## src/vertex_pair_dedup_indexer_macros.svh

```systemverilog
// ----------------------------------------------------------------------------
// vertex_pair_dedup_indexer_macros
// Assertion macros used by the RTL file that carries checks.
// ----------------------------------------------------------------------------
`ifndef VERTEX_PAIR_DEDUP_INDEXER_MACROS_SVH
`define VERTEX_PAIR_DEDUP_INDEXER_MACROS_SVH

// The consequent must hold in the same cycle as the antecedent.
`define VPDI_ASSERT_SAME(label, clk, rst_n, ante, cons, msg) \
	label: assert property (@(posedge clk) disable iff (!rst_n) (ante) |-> (cons)) \
		else $error(msg);

// The consequent must hold in the cycle after the antecedent.
`define VPDI_ASSERT_NEXT(label, clk, rst_n, ante, cons, msg) \
	label: assert property (@(posedge clk) disable iff (!rst_n) (ante) |=> (cons)) \
		else $error(msg);

`endif

```

## src/vpdi_pkg.sv

```systemverilog
// ----------------------------------------------------------------------------
// vpdi_pkg
// Types and constants shared by the vertex pair deduplication indexer.
// ----------------------------------------------------------------------------
`default_nettype none

package vpdi_pkg;

	localparam int TABLE_DEPTH = 1024;
	localparam int INDEX_W     = 16;
	localparam int SLOT_W      = $clog2(TABLE_DEPTH);
	localparam int COUNT_W     = SLOT_W + 1;
	localparam int CFG_IDX_W   = 2;

	localparam logic [COUNT_W-1:0] TABLE_FULL_COUNT = COUNT_W'(TABLE_DEPTH);

	// Status codes of a result word.
	localparam logic [1:0] STATUS_OK       = 2'd0;
	localparam logic [1:0] STATUS_FULL     = 2'd1;
	localparam logic [1:0] STATUS_MISMATCH = 2'd2;

	// Configuration register indexes.
	localparam logic [CFG_IDX_W-1:0] CFG_CHECK_ENABLE = 2'd0;
	localparam logic [CFG_IDX_W-1:0] CFG_EXPECTED     = 2'd1;

	typedef struct packed {
		logic [INDEX_W-1:0] position_index;
		logic [INDEX_W-1:0] texcoord_index;
		logic               first_of_mesh;
		logic               last_of_mesh;
	} item_word_t;

	typedef struct packed {
		logic [SLOT_W-1:0]  extended_index;
		logic [INDEX_W-1:0] original_index;
		logic               is_new;
		logic [COUNT_W-1:0] unique_count;
		logic [1:0]         status;
	} result_word_t;

	// Commands from the controller to the datapath.
	typedef struct packed {
		logic load_item;
		logic issue_rd;
		logic capture;
		logic load_out;
	} vpdi_cmd_t;

	// Status from the datapath to the controller.
	typedef struct packed {
		logic hit;
		logic ptr_at_end;
		logic rd_pending;
		logic out_free;
	} vpdi_stat_t;

endpackage

`default_nettype wire

```

## src/vpdi_ctrl.sv

```systemverilog
// ----------------------------------------------------------------------------
// vpdi_ctrl
// Sequencer for one corner: accept, scan the pair table, then emit a result.
// ----------------------------------------------------------------------------
`default_nettype none

module vpdi_ctrl import vpdi_pkg::*; (
	input  wire logic       clk,
	input  wire logic       arst_n,
	input  wire logic       item_valid,
	output logic            item_stall,
	input  wire vpdi_stat_t stat,
	output vpdi_cmd_t       cmd
);

	typedef enum logic [2:0] {
		ST_IDLE   = 3'b001,
		ST_SCAN   = 3'b010,
		ST_RESULT = 3'b100
	} state_t;

	state_t state_q;
	state_t state_d;

	always_comb begin
		state_d       = state_q;
		cmd           = '0;
		item_stall    = 1'b1;
		case (state_q)
			ST_IDLE: begin
				item_stall = 1'b0;
				if (item_valid) begin
					cmd.load_item = 1'b1;
					state_d       = ST_SCAN;
				end
			end
			ST_SCAN: begin
				if (stat.hit) begin
					cmd.capture = 1'b1;
					state_d     = ST_RESULT;
				end else if (stat.ptr_at_end && !stat.rd_pending) begin
					// Every stored pair has been compared without a match.
					cmd.capture = 1'b1;
					state_d     = ST_RESULT;
				end else if (!stat.ptr_at_end) begin
					cmd.issue_rd = 1'b1;
				end
			end
			ST_RESULT: begin
				if (stat.out_free) begin
					cmd.load_out = 1'b1;
					state_d      = ST_IDLE;
				end
			end
			default: begin
				state_d = ST_IDLE;
			end
		endcase
	end

	always_ff @(posedge clk or negedge arst_n) begin
		if (!arst_n) begin
			state_q <= ST_IDLE;
		end else begin
			state_q <= state_d;
		end
	end

endmodule

`default_nettype wire

```

## config.mk

```make
export PLATFORM = sky130hd
export DESIGN_NAME = vpdi_ctrl
export DESIGN_NICKNAME = d
export VERILOG_FILES = /design/src/vertex_pair_dedup_indexer_macros.svh /design/src/vpdi_pkg.sv /design/src/vpdi_ctrl.sv
export SDC_FILE = /design/constraint.sdc
export NUM_CORES = 1
export LEC_CHECK = 0
export ABC_AREA = 1
export BUFFER_PORTS_ARGS = -buffer_cell sky130_fd_sc_hd__buf_4
export CORE_AREA = 3 3 40 42
export DETAILED_ROUTE_END_ITERATION = 6
export DIE_AREA = 0 0 43 45
export GPL_ROUTABILITY_DRIVEN = 0
export HOLD_SLACK_MARGIN = 0.12
export SETUP_SLACK_MARGIN = 0.05
export SLEW_MARGIN = 10
export SYNTH_ARGS = -nofsm -noshare
export SYNTH_HDL_FRONTEND = slang
export SYNTH_SLANG_ARGS = --single-unit
```

## constraint.sdc

```tcl
create_clock -name clk -period 1.05 [get_ports clk]
set_clock_uncertainty 0.15 [all_clocks]
set_input_delay 0.21 -clock clk [delete_from_list [all_inputs] [get_ports clk]]
set_output_delay 0.21 -clock clk [all_outputs]
set_load 0.005 [all_outputs]
```

# [After elaboration in Yosys (flattened, before gate mapping)]
# Index checks and enable logic that the tools add are counted.
[classes] addsub=0 mul=0 div=0 order_cmp=0 n_eq_ne=6 n_shift=0 muxes=16 n_bitwise=0 n_reduce_logical=3
[op_table] operator="2-to-1 mux 3 bit" count=4
[op_table] operator="2-to-1 mux 1 bit" count=10
[op_table] operator="one-hot mux 3 bit (3 select lines)" count=1
[op_table] operator="!= test 2 bit (second input constant)" count=2
[op_table] operator="== test 3 x 1 -> 1 bit (second input constant)" count=1
[op_table] operator="== test 3 x 2 -> 1 bit (second input constant)" count=1
[op_table] operator="== test 3 bit (second input constant)" count=1
[op_table] operator="!= test 3 bit (second input constant)" count=1
[op_table] operator="AND reduction 3 bit" count=1
[op_table] operator="2-to-1 mux 2 bit" count=1
[op_table] operator="logical AND 1 bit" count=1
[op_table] operator="logical NOT 1 bit" count=1
[totals] regBits=3 latchBits=0 ramBits=0 romBits=0 inputBits=7 output_inout_bits=5 mem_count=0

# [Longest topological paths before layout]
[logic_depth] ltp_word=5 depth_mapped=6

# [Worst setup path before layout]
# OpenSTA, ideal clock, no wires.
[synth_timing] path_type="reg-to-output" from="register state_q[0]" to="output cmd[3] (netlist bit)" t_arrival_ns=0.777 path_slack_ns=-0.087 path_stages_with_launch=3 path_buffers=0 cell_sequence="dfstp_2 -> nand3_2 -> nor2_1"
[synth_rtl] element="start, declared" line_no="vpdi_ctrl.sv:22" rtl="state_t state_q;"
[synth_rtl] element="start signal, assigned" line_no="vpdi_ctrl.sv:65" rtl="state_q <= state_d;"
[synth_rtl] element="end, declared" line_no="vpdi_ctrl.sv:13" rtl="output vpdi_cmd_t cmd"

==> results.txt <==
----------------------------------------------------
[Final layout]
  Commonest non-fill, non-tap cells in the layout ... sky130_fd_sc_hd__buf_4, sky130_fd_sc_hd__nand2_1, sky130_fd_sc_hd__inv_1
  Antenna diode count ... 0
  Fraction of final layout cells sized beyond drive strength 1 ... 0.604
  Flip-flop count of the largest register after layout ... 3
  Leading cell type in the layout, fill and taps excluded ... sky130_fd_sc_hd__buf_4
  Largest regs ... state_q (3)
  Number of nets at the end of the flow ... 61
  Filler instances ... 134
  Register containing the most flip-flops in the final layout ... state_q
  Layout overhead on the synthesized area ... 105%

[Power]
  Proportion of power drawn by the clock network ... 0.180
  Leakage power ... 0.000221 uW
  Fraction of power consumed by sequential logic ... 0.214
  Total design power ... 1150 uW
  Maximum ir drop on the vdd rail ... 1250 uV
  Switching power share of the total ... 0.400
  Switching pwr ... 459 uW
  Ratio of total power to cell area ... 2670 nW/um^2
  Comb pwr share ... 0.606
  Pint ... about 700 uW

[Synthesis]
  Post-synthesis net count ... 39
  Total of flip-flops plus latches after synthesis ... 3
  Count of warnings emitted by yosys ... 0
  Post-synthesis sequential area ratio ... 0.363
  Synth area leader ... sky130_fd_sc_hd__dfrtp_1
  Top post-synthesis cells by area ... sky130_fd_sc_hd__dfrtp_1, sky130_fd_sc_hd__dfstp_2, sky130_fd_sc_hd__nand2_1
  Yosys top cell area share ... 0.238
  Per-instance average area after synthesis ... 6.57 sq um
  Summed instance area of the synthesized netlist ... 210 sq um
  Post-synthesis instance total ... 32
  Number of distinct standard cells referenced by the synthesized netlist ... 13

[Hold path]
  Worst min-delay path startpoint ... item_valid
  Worst Hold End ... state_q[0]$_DFFE_PN1P_
  Path type of the worst min-delay path ... input port to flip-flop
  Hold Path Cell Cnt ... 4

[Route]
  DR iter-0 viols ... 2
  Antenna violation net count after detailed routing ... 0
  Average wire length per cell after detail routing ... between 8 and 9 microns
  First-pass detailed-route iteration total ... 3
  Count of vias placed by the detailed router ... 268
  Number of remaining DRC errors ... 0
  Avg Vias per Cell ... 3.94
  Total Wirelength ... about 580 microns

[Critical path]
  Element type at the critical path end ... output port
  Crit path launch type ... flip-flop
  Origin of the critical flop-to-flop path ... state_q[0]$_DFFE_PN1P_
  Kind of critical path ... flip-flop to output port
  Depth of the worst register-to-register path ... 7
  R2r setup slk ... -0.25 ns
  RR Endpoint ... state_q[0]$_DFFE_PN1P_
  Required time of the worst setup path ... 0.69 ns
  Data arrival time at the worst-slack endpoint ... around 1.1 ns
  Highest net fanout along the worst path ... 4
  Cell with the largest stage delay on the worst path ... sky130_fd_sc_hd__dfstp_2
  Critical path cell sequence ... inv_2 -> nand3_4 -> nor2_2 -> buf_4
  Delay of the slowest cell on the worst path ... between 0.5 and 0.6 ns
  Crit path max-delay family ... flip-flops
  Number of buffers and inverters on the critical path ... 2

[Run]
  Maximum capacitance violations ... 0

[CTS]
  Clock latency of the later-clocked register in the worst-skew pair ... 0.24 ns
  CTS Buffer Depth ... 2
  Clk sinks ... 3
  Clock Root Buffer ... sky130_fd_sc_hd__clkbuf_4
  Number of CTS-inserted buffers ... 3
  CTS Hold Buffers Added ... 1
  CTS H-Tree Depth ... 1
  CTS clock-pin slew for the worst setup and hold paths ... 0.04 ns
  Clock tree from TritonCTS ... done

[STA]
  Worst max-slew margin expressed relative to the limit ... 0.868
  Final Hold Vio Count ... 0
  Number of max-slew violations in the final report ... 0
  Maximum achievable frequency ... approximately 670 MHz
  Post-route worst setup slack ... -0.435 ns
  RSZ-0062 raised after global routing ... yes
  Number of setup violations in the final report ... 8
  Actual slew at the worst max-slew pin ... between 0.15 and 0.2 ns
  Fin Hold WS ... 0.0971 ns
  Clock period minus final worst setup slack ... approximately 1.5 ns
  Fin crit share ... 1.41

[Place]
  Post-placement setup slack ... -0.193 ns
  Total of buffers placed on input and output ports ... 11
  Hpwl dp ... ~430 microns

[Floorplanning]
  Die Footprint ... 1940 sq um
  Die Wd ... 43 microns
  Die H ... 45 microns
  Num rows ... 13
  Floorplan core area ... 1280 sq um
  Initial standard-cell utilization of the core ... 0.164
  Number of top-level design ports ... 12

[Outcome]
  Outcome ... complete, but fails checks
  Violated checks ... negative setup slack

[GRT]
  Largest net degree at the start of global routing ... 5
  Total GRT Usage ... 0.0726
  Total congestion overflow ... 0
  Number of global-route vias before repair ... 272
  Wire length of the first global-routing pass ... 993 microns
  Initial antenna violation count ... 0

----------------------------------------------------
[worst reg2reg max path, stage by stage, from the launching register on]
cell                      delay [ns]
sky130_fd_sc_hd__dfstp_2        0.58
sky130_fd_sc_hd__inv_2          0.07
sky130_fd_sc_hd__buf_4          0.14
sky130_fd_sc_hd__nand2_1        0.05
sky130_fd_sc_hd__nor2_1         0.04
sky130_fd_sc_hd__nand2_1        0.07
sky130_fd_sc_hd__nand4_1        0.08
sky130_fd_sc_hd__nand2_1        0.08
[power groups by stage]
stage	clock, uW	sequential [uW]	combinational, uW
3_5_place_dp	0	241	518
4_1_cts	214	239	650
5_1_grt	225	258	767
6_report	207	246	695
3_3_place_gp	0	240	516
2_1_floorplan	0	248	286
[per-layer routing]
| layer | vias up | global-route usage | part of all wire |
|---|---|---|---|
| li1 | 141 | - | - |
| met1 | 116 | 0.0726 | 0.38 |
| met2 | 11 | 0.114 | 0.48 |
| met3 | 0 | 0.0757 | 0.14 |
| met4 | 0 | 0 | 0 |
| met5 | - | 0 | 0 |
[how the worst max path moves through the flow]
stage / startpoint / to / slack (ns) / cells past startpoint
final: state_q[0]$_DFFE_PN1P_ / cmd[2] / -0.44 / 4
after global routing: state_q[0]$_DFFE_PN1P_ / cmd[1] / -0.49 / 4
after CTS: state_q[0]$_DFFE_PN1P_ / cmd[2] / -0.43 / 4
after detailed placement: state_q[0]$_DFFE_PN1P_ / cmd[1] / -0.19 / 4
after global placement: state_q[0]$_DFFE_PN1P_ / cmd[1] / -0.19 / 4
after floorplan: state_q[0]$_DFFE_PN1P_ / state_q[0]$_DFFE_PN1P_ / -0.06 / 6
[cells by family (layout without fill, tap and decap cells)]
family / after synthesis / count (layout) / synth area share
AOI/OAI and AO/OA: 2 / 2 / 0.0476
buffers and inverters: 8 / 29 / 0.143
DFF: 3 / 3 / 0.363
and+or+nand+nor: 19 / 19 / 0.446
[synthesized netlist by cell type (all sizes together)]
cell type,number
clkinv,1
nor2,6
nand2,7
nand4,1
o21ai,2
nand3,4
nor4,1
dfstp,1
dfrtp,2
inv,7
[area by class of cell]
cell class | instances | area [sq um] | share of cell area
Clock buffer | 4 | 26.3 | 0.0610
Inverter | 8 | 30.0 | 0.0698
Multi-Input combinational cell | 21 | 145 | 0.337
Sequential cell | 3 | 76.3 | 0.177
Tap cell | 15 | 18.8 | 0.0436
Timing Repair Buffer | 17 | 134 | 0.311
[through the flow]
stage | TNS [ns] | utilization | area, sq um | instances
floorplan | -0.284 | - | 220 | 32
global placement | -1.03 | 0.268 | 344 | 61
detailed placement | -1.08 | 0.268 | 344 | 61
CTS | -2.53 | 0.318 | 409 | 68
global route | -2.96 | 0.335 | 430 | 68
finish | -2.47 | 0.335 | 430 | 68
[what timing repair did]
item / CTS / global route
setup buffers: 2 / 0
endpoints found under the hold margin: 4 / 1
endpoints found under the setup margin: 8 / 8
resized for setup: 4 / 5
pin swaps: 2 / 4
(Power assumes the default switching activity.)
